**src/hw/rtl/wsd_pkg.sv**
```systemverilog
// ----------------------------------------------------------------------------
// wsd_pkg: shared types and constants
// Result record, kind codes, opcodes and queue sizing for the deframer.
// ----------------------------------------------------------------------------
package wsd_pkg;

	localparam int LEN_BITS = 64;

	localparam int Q_DEPTH = 4;
	localparam int Q_AW    = $clog2(Q_DEPTH);
	localparam int Q_CW    = $clog2(Q_DEPTH + 1);

	localparam logic [1:0] KIND_PAYLOAD = 2'd0;
	localparam logic [1:0] KIND_EMPTY   = 2'd1;
	localparam logic [1:0] KIND_ERROR   = 2'd2;

	localparam logic [3:0] OP_CONT   = 4'd0;
	localparam logic [3:0] OP_TEXT   = 4'd1;
	localparam logic [3:0] OP_BINARY = 4'd2;
	localparam logic [3:0] OP_CLOSE  = 4'd8;
	localparam logic [3:0] OP_PING   = 4'd9;
	localparam logic [3:0] OP_PONG   = 4'd10;

	localparam logic [6:0] LEN_EXT16 = 7'd126;
	localparam logic [6:0] LEN_EXT64 = 7'd127;

	typedef enum logic [5:0] {
		PH_HDR0    = 6'b000001,
		PH_HDR1    = 6'b000010,
		PH_EXTLEN  = 6'b000100,
		PH_KEY     = 6'b001000,
		PH_PAYLOAD = 6'b010000,
		PH_DROP    = 6'b100000
	} phase_t;

	typedef struct packed {
		logic [7:0] data;
		logic [7:0] key;
		logic [1:0] kind;
		logic [3:0] mk;
		logic       fe;
		logic       me;
	} res_t;

endpackage

```
**src/hw/rtl/wsd_front.sv**
```systemverilog
// ----------------------------------------------------------------------------
// wsd_front: header parser
// Walks the frame header, tracks length and key position, and emits one
// result record per payload byte, empty frame or opcode error.
// ----------------------------------------------------------------------------
module wsd_front (
	input  logic              clk,
	input  logic              arst_n,
	input  logic              take,
	input  logic [7:0]        in_byte,
	input  logic              restart,
	output logic              res_valid,
	output wsd_pkg::res_t     res
);

	wsd_pkg::phase_t                 phase_q, n_phase, eff_phase;
	logic [2:0]                      hcnt_q, n_hcnt;
	logic [wsd_pkg::LEN_BITS-1:0]    len_q, n_len;
	logic [1:0]                      pos_q, n_pos;
	logic [31:0]                     key_q, n_key;
	logic                            mask_q, n_mask;
	logic                            fin_q, n_fin;
	logic [3:0]                      mop_q, n_mop;
	logic                            go_len, go_pay, last;
	logic [7:0]                      kb;
	logic [3:0]                      op;

	always_comb begin
		n_phase   = phase_q;
		n_hcnt    = hcnt_q;
		n_len     = len_q;
		n_pos     = pos_q;
		n_key     = key_q;
		n_mask    = mask_q;
		n_fin     = fin_q;
		n_mop     = mop_q;
		go_len    = 1'b0;
		go_pay    = 1'b0;
		last      = 1'b0;
		kb        = 8'd0;
		op        = in_byte[3:0];
		res_valid = 1'b0;
		res       = '0;
		eff_phase = restart ? wsd_pkg::PH_HDR0 : phase_q;

		unique case (eff_phase)
			wsd_pkg::PH_HDR1: begin
				n_mask = in_byte[7];
				n_key  = 32'd0;
				n_len  = '0;
				if (in_byte[6:0] == wsd_pkg::LEN_EXT16) begin
					n_phase = wsd_pkg::PH_EXTLEN;
					n_hcnt  = 3'd1;
				end else if (in_byte[6:0] == wsd_pkg::LEN_EXT64) begin
					n_phase = wsd_pkg::PH_EXTLEN;
					n_hcnt  = 3'd7;
				end else begin
					n_len  = wsd_pkg::LEN_BITS'(in_byte[6:0]);
					go_len = 1'b1;
				end
			end
			wsd_pkg::PH_EXTLEN: begin
				n_len = {len_q[wsd_pkg::LEN_BITS-9:0], in_byte};
				if (hcnt_q != 3'd0) begin
					n_hcnt = hcnt_q - 3'd1;
				end else begin
					go_len = 1'b1;
				end
			end
			wsd_pkg::PH_KEY: begin
				n_key = {key_q[23:0], in_byte};
				if (hcnt_q != 3'd0) begin
					n_hcnt = hcnt_q - 3'd1;
				end else begin
					go_pay = 1'b1;
				end
			end
			wsd_pkg::PH_PAYLOAD: begin
				case (pos_q)
					2'd0:    kb = key_q[31:24];
					2'd1:    kb = key_q[23:16];
					2'd2:    kb = key_q[15:8];
					default: kb = key_q[7:0];
				endcase
				if (!mask_q) begin
					kb = 8'd0;
				end
				n_pos = pos_q + 2'd1;
				n_len = len_q - wsd_pkg::LEN_BITS'(1);
				last  = (len_q == wsd_pkg::LEN_BITS'(1));
				if (last) begin
					n_phase = wsd_pkg::PH_HDR0;
				end
				res_valid = 1'b1;
				res.data  = in_byte;
				res.key   = kb;
				res.kind  = wsd_pkg::KIND_PAYLOAD;
				res.mk    = mop_q;
				res.fe    = last;
				res.me    = last & fin_q;
			end
			wsd_pkg::PH_DROP: begin
			end
			default: begin
				n_hcnt = 3'd0;
				n_len  = '0;
				n_pos  = 2'd0;
				n_key  = 32'd0;
				n_mask = 1'b0;
				n_fin  = in_byte[7];
				if (op == wsd_pkg::OP_TEXT || op == wsd_pkg::OP_BINARY ||
				    op == wsd_pkg::OP_CLOSE || op == wsd_pkg::OP_PING ||
				    op == wsd_pkg::OP_PONG) begin
					n_mop   = op;
					n_phase = wsd_pkg::PH_HDR1;
				end else if (op == wsd_pkg::OP_CONT) begin
					n_phase = wsd_pkg::PH_HDR1;
				end else begin
					n_phase   = wsd_pkg::PH_DROP;
					res_valid = 1'b1;
					res.kind  = wsd_pkg::KIND_ERROR;
					res.mk    = op;
				end
			end
		endcase

		if (go_len) begin
			if (n_mask) begin
				n_phase = wsd_pkg::PH_KEY;
				n_hcnt  = 3'd3;
				n_key   = 32'd0;
			end else begin
				go_pay = 1'b1;
			end
		end
		if (go_pay) begin
			n_pos = 2'd0;
			if (n_len == '0) begin
				n_phase   = wsd_pkg::PH_HDR0;
				res_valid = 1'b1;
				res.kind  = wsd_pkg::KIND_EMPTY;
				res.mk    = n_mop;
				res.fe    = 1'b1;
				res.me    = n_fin;
			end else begin
				n_phase = wsd_pkg::PH_PAYLOAD;
			end
		end
	end

	always_ff @(posedge clk or negedge arst_n) begin
		if (!arst_n) begin
			phase_q <= wsd_pkg::PH_HDR0;
			hcnt_q  <= 3'd0;
			len_q   <= '0;
			pos_q   <= 2'd0;
			key_q   <= 32'd0;
			mask_q  <= 1'b0;
			fin_q   <= 1'b0;
			mop_q   <= 4'd0;
		end else if (take) begin
			phase_q <= n_phase;
			hcnt_q  <= n_hcnt;
			len_q   <= n_len;
			pos_q   <= n_pos;
			key_q   <= n_key;
			mask_q  <= n_mask;
			fin_q   <= n_fin;
			mop_q   <= n_mop;
		end
	end

	a_err_drops: assert property (@(posedge clk) disable iff (!arst_n)
		take && res_valid && res.kind == wsd_pkg::KIND_ERROR |=> phase_q == wsd_pkg::PH_DROP)
		else $error("error result did not enter drop phase");

	a_drop_silent: assert property (@(posedge clk) disable iff (!arst_n)
		phase_q == wsd_pkg::PH_DROP && !restart |-> !res_valid)
		else $error("result produced while dropping");

	a_empty_len: assert property (@(posedge clk) disable iff (!arst_n)
		phase_q == wsd_pkg::PH_PAYLOAD |-> len_q != '0)
		else $error("payload phase with zero remaining length");

endmodule

```
**src/hw/rtl/wsd_queue.sv**
```systemverilog
// ----------------------------------------------------------------------------
// wsd_queue: result queue
// Short FIFO between the parser and the output stage.
// ----------------------------------------------------------------------------
module wsd_queue (
	input  logic              clk,
	input  logic              arst_n,
	input  logic              push,
	input  wsd_pkg::res_t     push_data,
	input  logic              pop,
	output logic              full,
	output logic              nonempty,
	output wsd_pkg::res_t     head
);

	wsd_pkg::res_t               mem [wsd_pkg::Q_DEPTH];
	logic [wsd_pkg::Q_AW-1:0]    wr_q, rd_q;
	logic [wsd_pkg::Q_CW-1:0]    cnt_q;

	assign full     = (cnt_q == wsd_pkg::Q_CW'(wsd_pkg::Q_DEPTH));
	assign nonempty = (cnt_q != '0);
	assign head     = mem[rd_q];

	always_ff @(posedge clk) begin
		if (push) begin
			mem[wr_q] <= push_data;
		end
	end

	always_ff @(posedge clk or negedge arst_n) begin
		if (!arst_n) begin
			wr_q  <= '0;
			rd_q  <= '0;
			cnt_q <= '0;
		end else begin
			if (push) begin
				wr_q <= wr_q + wsd_pkg::Q_AW'(1);
			end
			if (pop) begin
				rd_q <= rd_q + wsd_pkg::Q_AW'(1);
			end
			if (push && !pop) begin
				cnt_q <= cnt_q + wsd_pkg::Q_CW'(1);
			end else if (pop && !push) begin
				cnt_q <= cnt_q - wsd_pkg::Q_CW'(1);
			end
		end
	end

	a_no_overflow: assert property (@(posedge clk) disable iff (!arst_n)
		push |-> !full || pop)
		else $error("push into full queue");

	a_no_underflow: assert property (@(posedge clk) disable iff (!arst_n)
		pop |-> nonempty)
		else $error("pop from empty queue");

	a_cnt_range: assert property (@(posedge clk) disable iff (!arst_n)
		cnt_q <= wsd_pkg::Q_CW'(wsd_pkg::Q_DEPTH))
		else $error("queue count out of range");

endmodule

```
**src/hw/rtl/wsd_back.sv**
```systemverilog
// ----------------------------------------------------------------------------
// wsd_back: output stage
// Unmasks the queued byte and holds the result in the output register.
// ----------------------------------------------------------------------------
module wsd_back (
	input  logic              clk,
	input  logic              arst_n,
	input  logic              nonempty,
	input  wsd_pkg::res_t     head,
	output logic              pop,
	output logic              m_tvalid,
	input  logic              m_tready,
	output logic [7:0]        m_tdata,
	output logic              m_tlast,
	output logic [6:0]        m_tuser
);

	logic        vld_q;
	logic [7:0]  data_q;
	logic [1:0]  kind_q;
	logic [3:0]  mk_q;
	logic        fe_q;
	logic        me_q;

	assign pop      = nonempty && (!vld_q || m_tready);
	assign m_tvalid = vld_q;
	assign m_tdata  = data_q;
	assign m_tlast  = fe_q;
	assign m_tuser  = {me_q, mk_q, kind_q};

	always_ff @(posedge clk or negedge arst_n) begin
		if (!arst_n) begin
			vld_q <= 1'b0;
		end else if (!vld_q || m_tready) begin
			vld_q <= nonempty;
		end
	end

	always_ff @(posedge clk) begin
		if (pop) begin
			data_q <= head.data ^ head.key;
			kind_q <= head.kind;
			mk_q   <= head.mk;
			fe_q   <= head.fe;
			me_q   <= head.me;
		end
	end

endmodule

```
**src/hw/rtl/websocket_frame_deframer.sv**
```systemverilog
// ----------------------------------------------------------------------------
// websocket_frame_deframer: WebSocket receive-side frame parser
// Parses header, length and mask key from a byte stream and emits unmasked
// payload bytes, empty-frame markers and opcode errors.
// ----------------------------------------------------------------------------
// Takes one stream byte per clock with no gaps while the output side keeps
// up. A byte's result reaches m_tvalid via the result queue and the output
// register: the header parser is combinational and writes the result queue
// as the byte is accepted, and the output register loads from the queue head.
// A four-entry result queue separates parser and output, so s_tready drops
// only once four results are waiting behind a stalled sink.
// A restart flag in s_tuser drops any partial frame; after an unknown opcode,
// bytes are dropped silently until the next restart.
module websocket_frame_deframer (
	input  logic        clk,
	input  logic        arst_n,
	input  logic        s_tvalid,
	output logic        s_tready,
	input  logic [7:0]  s_tdata,   // [7:0] in_byte
	input  logic [0:0]  s_tuser,   // [0] restart
	output logic        m_tvalid,
	input  logic        m_tready,
	output logic [7:0]  m_tdata,   // [7:0] out_byte
	output logic        m_tlast,   // frame_end
	output logic [6:0]  m_tuser    // [1:0] kind, [5:2] message_kind, [6] message_end
);

	logic           take, res_valid, q_full, q_nonempty, q_pop;
	wsd_pkg::res_t  res, q_head;

	assign s_tready = !q_full;
	assign take     = s_tvalid && s_tready;

	wsd_front u_front (
		.clk       (clk),
		.arst_n    (arst_n),
		.take      (take),
		.in_byte   (s_tdata),
		.restart   (s_tuser[0]),
		.res_valid (res_valid),
		.res       (res)
	);

	wsd_queue u_queue (
		.clk       (clk),
		.arst_n    (arst_n),
		.push      (take && res_valid),
		.push_data (res),
		.pop       (q_pop),
		.full      (q_full),
		.nonempty  (q_nonempty),
		.head      (q_head)
	);

	wsd_back u_back (
		.clk       (clk),
		.arst_n    (arst_n),
		.nonempty  (q_nonempty),
		.head      (q_head),
		.pop       (q_pop),
		.m_tvalid  (m_tvalid),
		.m_tready  (m_tready),
		.m_tdata   (m_tdata),
		.m_tlast   (m_tlast),
		.m_tuser   (m_tuser)
	);

endmodule

```
**config.mk**
```make
export PLATFORM = sky130hd
export DESIGN_NAME = websocket_frame_deframer
export DESIGN_NICKNAME = d
export VERILOG_FILES = /design/src/hw/rtl/wsd_pkg.sv /design/src/hw/rtl/wsd_front.sv /design/src/hw/rtl/wsd_queue.sv /design/src/hw/rtl/wsd_back.sv /design/src/hw/rtl/websocket_frame_deframer.sv
export SDC_FILE = /design/constraint.sdc
export NUM_CORES = 1
export LEC_CHECK = 0
export ABC_AREA = 1
export BUFFER_PORTS_ARGS = -buffer_cell sky130_fd_sc_hd__buf_2
export CAP_MARGIN = 20
export CORE_ASPECT_RATIO = 1.2
export CORE_MARGIN = 4
export CORE_UTILIZATION = 60
export DETAILED_ROUTE_END_ITERATION = 6
export PLACE_DENSITY = 0.87
export SYNTH_ARGS = -nofsm -noshare
export SYNTH_HDL_FRONTEND = slang
export SYNTH_HIERARCHICAL = 1
export SYNTH_SLANG_ARGS = --single-unit
```
**constraint.sdc**
```tcl
create_clock -name clk -period 4.8 [get_ports clk]
set_clock_uncertainty 0.15 [all_clocks]
set_input_delay 0.96 -clock clk [delete_from_list [all_inputs] [get_ports clk]]
set_output_delay 0.96 -clock clk [all_outputs]
set_load 0.1 [all_outputs]
```
# [Word level (Yosys, flattened, before mapping)]
# Memories as Yosys holds them, arrays and structs flattened.
# Index checks and enable logic that the tools add are counted.
[classes] add_sub_neg=7 n_eq_ne=17 mux=54 bitwise=2 n_reduce_logical=29
[ops] cell="$pmux 64 s4" n=1
[ops] cell="$mux 6" n=11
[ops] cell="$eq 64x1->1 const B" n=1
[ops] cell="$logic_not 64->1" n=1
[ops] cell="$mux 32" n=2
[ops] cell="$mux 64" n=1
[ops] cell="$pmux 32 s2" n=1
[ops] cell="$sub 64x1->64 const B" n=1
[ops] cell="$mux 8" n=3
[ops] cell="$pmux 8 s3" n=1
[ops] cell="$mux 3" n=7
[ops] cell="$pmux 6 s3" n=1
[ops] cell="$mux 16" n=1
[ops] cell="$eq 7x7->1 const B" n=2
[ops] cell="$mux 1" n=13
[ops] cell="$eq 4x4->1 const B" n=3
[ops] cell="$pmux 6 s2" n=1
[ops] cell="$pmux 3 s3" n=1
[ops] cell="$mux 4" n=2
[ops] cell="$reduce_or 4->1" n=2
[ops] cell="$xor 8x8->8" n=1
[ops] cell="$mux 7" n=1
[ops] cell="$add 2x1->2 const B" n=3
[ops] cell="$eq 6x2->1 const B" n=1
[ops] cell="other kinds (28)" n=47
[word_totals] ff_bits=137 ramBits=96 in_bits=13 out_inout_bits=18 wordCells=127 n_memories=1
[mem_list] memory="u_queue.mem" words=4 width=24 read_ports=1 rd_ports_with_merged_regs=0 write_ports=1 line_no="wsd_queue.sv:16" rtl="wsd_pkg::res_t mem [wsd_pkg::Q_DEPTH];"

# [Longest topological paths before layout]
[depth] ltp_word=14 mapped_depth=27 depth_no_buf=27

# [Hierarchy]
# Netlist, hierarchy kept.
[modules_own_cells] mod="wsd_front" n_inst=1 cells_per_inst=1397 area_per_inst_um2=8798.4 seq_area_each_um2=2829.0
[modules_own_cells] mod="wsd_queue" n_inst=1 cells_per_inst=329 area_per_inst_um2=4325.4 seq_area_each_um2=3057.9
[modules_own_cells] mod="wsd_back" n_inst=1 cells_per_inst=55 area_per_inst_um2=653.1 seq_area_each_um2=505.5
[modules_own_cells] mod="websocket_frame_deframer" n_inst=1 cells_per_inst=5 area_per_inst_um2=23.8 seq_area_each_um2=0.0

# [Worst setup path after synthesis]
# Ideal clock, no wire load.
[synth_timing] path_type="input port to flip-flop" startpoint="in s_tuser" endpoint="mem u_queue/mem[0][0] (netlist bit) (enable)" setup_time_ns=0.379 arrival_time_ns=3.458 t_required_ns=4.271 slack_ns=0.814 stages=20 path_buffers=3 path_cell_list="inv_2 > o21ai_0 > nand4_1 > nand2_1 > buf_2 > buf_2 > a22oi_1 > nand2_1 > nor2_1 > nand2_1 > nor2_1 > nand2_1 > nor2_4 > nand3_4 > nand3_1 > inv_1 > nor2_2 > clkbuf_1 > nand2_1 > inv_1"
[synth_between] elab_chain_len=10 elab_cells_between_ends=22 cone_classes="eq/ne: 5; mux: 12; reduce/logical: 5"
[synth_lines] item="start: declaration" line_no="websocket_frame_deframer.sv:20" rtl="input logic [0:0] s_tuser,"
[synth_lines] item="$mux 6 *" line_no="wsd_front.sv:44" rtl="eff_phase = restart ? wsd_pkg::PH_HDR0 : phase_q;"
[synth_lines] item="$eq 6x4->1 (tied with other cells)" line_no="wsd_front.sv:46" rtl="unique case (eff_phase)"
[synth_lines] item="$reduce_or 2->1 (no source line) / $reduce_or 4->1 (equally long branches)"
[synth_lines] item="$pmux 64 s4 / $pmux 1 s2 (equally long branches)" line_no="wsd_front.sv:46"
[synth_lines] item="$logic_not 64->1 / $mux 1 (equally long branches)" line_no="wsd_front.sv:138, wsd_front.sv:128"
[synth_lines] item="$mux 1, on equally long branches" line_no="wsd_front.sv:138, wsd_front.sv:127"
[synth_lines] item="$mux 1 *" line_no="wsd_front.sv:136" rtl="if (go_pay) begin"
[synth_lines] item="via res_valid" line_no="websocket_frame_deframer.sv:28" rtl="logic take, res_valid, q_full, q_nonempty, q_pop;"
[synth_lines] item="$logic_and 1x1->1 *" line_no="websocket_frame_deframer.sv:47" rtl=".push (take && res_valid),"
[synth_lines] item="$mux 1 *" line_no="wsd_queue.sv:25" rtl="if (push) begin"
[synth_lines] item="$mux 1 (implied by the code) *" line_no="wsd_queue.sv:26" rtl="mem[wr_q] <= push_data;"
[synth_lines] item="end: declaration" line_no="wsd_queue.sv:16"
# Mark *: on every way through the listed nets, which the timed path passes. The rest lies on a longest branch.

# [Final worst setup path]
[layout_timing] startpoint="reg u_front/len_q[0] (netlist bit)" endpoint="reg u_queue/cnt_q[2] (netlist bit)"
[layout_between] elab_chain_len=9 elab_cells_between_ends=11 cone_classes="add/sub: 1; mux: 4; reduce/logical: 6"
[layout_lines] item="start: declaration" line_no="wsd_front.sv:18" rtl="logic [wsd_pkg::LEN_BITS-1:0] len_q, n_len;"
[layout_lines] item="start signal: assignment" line_no="wsd_front.sv:164" rtl="len_q <= n_len;"
[layout_lines] item="$sub 64x1->64" line_no="wsd_front.sv:89" rtl="n_len = len_q - wsd_pkg::LEN_BITS'(1);"
[layout_lines] item="$pmux 64 s4 *" line_no="wsd_front.sv:46"
[layout_lines] item="$logic_not 64->1 *" line_no="wsd_front.sv:138" rtl="if (n_len == '0) begin"
[layout_lines] item="$mux 1 *" line_no="wsd_front.sv:138"
[layout_lines] item="$mux 1 *" line_no="wsd_front.sv:136"
[layout_lines] item="via res_valid" line_no="websocket_frame_deframer.sv:28"
[layout_lines] item="$logic_and 1x1->1 *" line_no="websocket_frame_deframer.sv:47"
[layout_lines] item="$logic_not 1->1" line_no="wsd_queue.sv:44" rtl="end else if (pop && !push) begin"
[layout_lines] item="$logic_and 1x1->1" line_no="wsd_queue.sv:44"
[layout_lines] item="$reduce_bool 2->1 (no source line)"
[layout_lines] item="end signal: assignment" line_no="wsd_queue.sv:43" rtl="cnt_q <= cnt_q + wsd_pkg::Q_CW'(1);"
[layout_lines] item="end signal: assignment" line_no="wsd_queue.sv:45" rtl="cnt_q <= cnt_q - wsd_pkg::Q_CW'(1);"
[layout_lines] item="end: declaration" line_no="wsd_queue.sv:18" rtl="logic [wsd_pkg::Q_CW-1:0] cnt_q;"
# Marks and branches as above.
# A chain may end at the register's enable or synchronous reset.

==> metrics.txt <==
post-synthesis register bit count=around 230; pin count of the biggest net entering global routing=85; pre-CTS setup slack=0.124 ns; Overflow after GRT=0; half-perimeter wire length of the detailed placement result=roughly 25,000 um; clock network fraction of total power=a little over a fifth; initial antenna violation count=1; fraction of power consumed by sequential logic=between 20% and 30%; most common cell after layout, fill and taps aside=nand2_1; Setup TNS=0 ns; final number of hold-violating endpoints=0; sequential cell area fraction in the yosys report=46.3%; via count of the first global-routing pass=between 10,000 and 15,000; async set or reset register ratio after synthesis=51.9%; CTS Sinks=between 200 and 250; maximum clock rate=around 220 MHz; Setup-failing EPs final=0; number of warning messages in the yosys log=6; cell at the root of the clock tree=clkbuf_16; Cell Pwr Density=605 nW/um2; top library cells by usage in the layout, fill and taps aside=nand2_1 (510), nor2_1 (239), inv_1 (212); endpoint kind of the worst setup timing path=register; slack of the worst reg-to-reg path=between 0.3 and 0.4 ns; r2r worst-path depth=25; combined area of all synthesized cells=around 14,000 um2; I/O Buffers=30; smallest setup slack after layout=0.323 ns; number of instances in the synthesized netlist=approximately 1,800; internal power of the cells=about 0.0049 W; CP Data Required Time=5.06 ns; row count=60; Min Clock Period, post-route=between 4 and 5 ns; total wirelength of the detailed-routed design=37,200 um; synthesized area divided by synthesized cell count=between 7 and 8 um2; H-tree depth reported by CTS=1; routed length per placed instance=17.7 um; top flip-flop cell by instance count after synthesis=dfrtp_1; clock edge transition at the registers on the reported setup and hold paths=0.07 ns; switching share of power=46.7%; final critical-path share of the clock period=slightly above 90%; worst hold endpoint=u_queue/cnt_q[2]; startpoint class of the critical path=register; first-pass GRT wire length=between 60,000 and 70,000 um; area delta synth->final=9.38%; reg2reg end=u_queue/cnt_q[2]; switching power of the nets=0.00427 W; worst-case headroom to the max-slew limit=between 30% and 40%; combined global-route utilization of all metal layers=between 20% and 30%; final RePlAce weighted congestion=0.953; First DRT Iteration DRCs=between 1,000 and 1,500; Placed Area=~14,000 um2; I/O pin cnt=31; min-delay src=u_queue/cnt_q[2]; TritonCTS buffer count=25; Net Count, Synth=1,813; power after layout=0.00914 W; type of the worst setup path=reg2reg; DR DRC count=0; Post-layout nets=between 1,500 and 2,000; final slew viol count=0; setup repair after global routing missed its margin=false; first-pass detailed-route iteration total=7; Detail Route Antenna Nets=0; data arrival time of the worst path=4.74 ns; class of the tightest hold or removal check=reg2reg; via count=around 13,000; clock tree from TritonCTS=done; hold depth=2; R2R Path Start=u_front/len_q[0]; die width=approximately 150 um; clock tree buffer depth=3; Leak Pwr=7.18 nW; placeable core area=between 20,000 and 25,000 um2; number of synthesized flops with an enable pin=roughly 110; initial core utilization=61.3%; via-per-instance ratio=between 5 and 6; Worst IR Drop VDD=297 uV; highest fanout seen on the critical path=8; die boundary height=roughly 170 um; Finished Cell Area=15,100 um2; overall die area=around 26,000 um2; logic gate share of total power=between 40 and 50%; status=completed; number of post-CTS setup repair buffers=0; transition time at the pin with the least slew margin=0.976 ns; layout cell share with drive strength beyond 1=9.56%; later-pin clock latency in the skew report=approximately 0.52 ns; total of max-cap violations=0; number of library cell types mapped by synthesis=44
## sequential cells by signal, summed over array words and instances, names as in the netlist
| register | count |
|---|---|
| u_front/len_q | 64 |
| u_queue/mem | 96 |
| u_queue/rd_q | 2 |
| u_back/m_tvalid | 1 |
| u_back/mk_q | 4 |
| u_front/phase_q | 6 |
| u_front/pos_q | 2 |
| u_queue/cnt_q | 3 |
| u_front/mask_q | 1 |
| u_back/m_tdata | 8 |
| u_front/hcnt_q | 3 |
| u_back/m_tlast | 1 |
| u_back/me_q | 1 |
| u_queue/wr_q | 2 |
| u_back/kind_q | 2 |
| u_front/fin_q | 1 |
| u_front/mop_q | 4 |
| u_front/key_q | 32 |
## synthesized netlist by cell type, types with 11 or more instances
cell / n / area share [%]
nand2_1: 511 / 14
nor2_4: 13 / 1.1
buf_2: 28 / 1.0
a22oi_1: 57 / 3.1
nand3_1: 110 / 4.0
nor2_1: 239 / 6.5
o211ai_1: 40 / 2.2
inv_2: 11 / 0.30
o211ai_2: 19 / 1.7
dfrtp_1: 120 / 22
o22ai_1: 35 / 1.6
clkbuf_1: 32 / 0.87
nand2_2: 12 / 0.54
edfxtp_1: 112 / 24
inv_1: 213 / 5.8
o21ai_0: 99 / 3.6
a21oi_1: 30 / 1.1
ha_1: 13 / 1.2
## per-layer routing
metal	part of all wire (%)	global-route usage, %
met4	4.5	13.3
met1	37	34.9
met2	50	50.9
met3	7.7	3.94
met5	0	0
## timing repair
action | in CTS | in global routing
setup endpoints to repair | 0 | 1
hold buffers | 0 | 0
hold endpoints to repair | 0 | 0
resized for setup | 0 | 1
## how the worst max path moves through the flow
stage	startpoint	endpoint	slack (ns)	cells past startpoint
CTS	u_front/len_q[0]	u_queue/cnt_q[2]	0.32	25
floorplan	s_tuser	u_queue/mem[0][0]	0.81	20
finish	u_front/len_q[0]	u_queue/cnt_q[2]	0.32	25
global placement	s_tuser	u_queue/cnt_q[2]	0.25	25
detailed placement	s_tuser	u_queue/cnt_q[2]	0.12	25
global route	u_front/len_q[1]	u_queue/cnt_q[2]	0.06	25
## cell type report
cell class	count	area (um2)
clock buffers	32	672
well taps	279	349
fillers	1815	7430
diodes	1	2.50
inverters	224	843
flip-flops and latches	233	6390
repair buffers	60	428
multi-input cells	1258	6230
clock inverters	13	175
## critical path, cell delays in order (launching register included)
cell and delay [ns]:
dfrtp_1 0.38, inv_1 0.22, ha_1 0.31, nand2_4 0.13
nor2_2 0.17, nand2_2 0.15, nor2_4 0.23, nand3_1 0.10
nand3_1 0.09, nand2_1 0.07, nor2_1 0.18, nand2_1 0.14
nor2_1 0.12, nand2_1 0.10, nor2_4 0.25, nand3_4 0.16
nand3_1 0.12, inv_1 0.08, nor2_4 0.20, ha_1 0.20
inv_1 0.07, fa_1 0.40, nand2_1 0.13, nand3_1 0.10
nand2_1 0.07, nand2_1 0.04
## cells by family (layout without fill, tap and decap cells)
logic type | count (synthesis) | after routing | share of synthesized area [%]
compound gates | 312 | 312 | 15.0
xor+xnor | 8 | 8 | 0.508
fa+ha+maj | 14 | 14 | 1.32
buf+inv | 295 | 329 | 8.66
flops | 233 | 233 | 46.3
mux | 1 | 1 | 0.0725
other cells | 0 | 1 | 0
simple gates | 923 | 923 | 28.1
## power by group through the flow
stage / clock [W] / sequential (W) / combinational [W]
after floorplan: 0 / 0.00317 / 0.00294
after global placement: 0 / 0.00276 / 0.00412
after detailed placement: 0 / 0.00278 / 0.00426
after CTS: 0.00202 / 0.00274 / 0.00430
after global routing: 0.00211 / 0.00273 / 0.00488
final: 0.00200 / 0.00270 / 0.00444
## metrics by stage
step	std cells	hold slack, ns	util (%)
finish	2100	0.351	67.0
global route	2100	0.357	67.0
CTS	2098	0.343	66.9
detailed placement	2053	0.315	63.1
global placement	2053	0.316	63.1
floorplan	1786	0.292	-
Power figures use the tool's default switching activity.
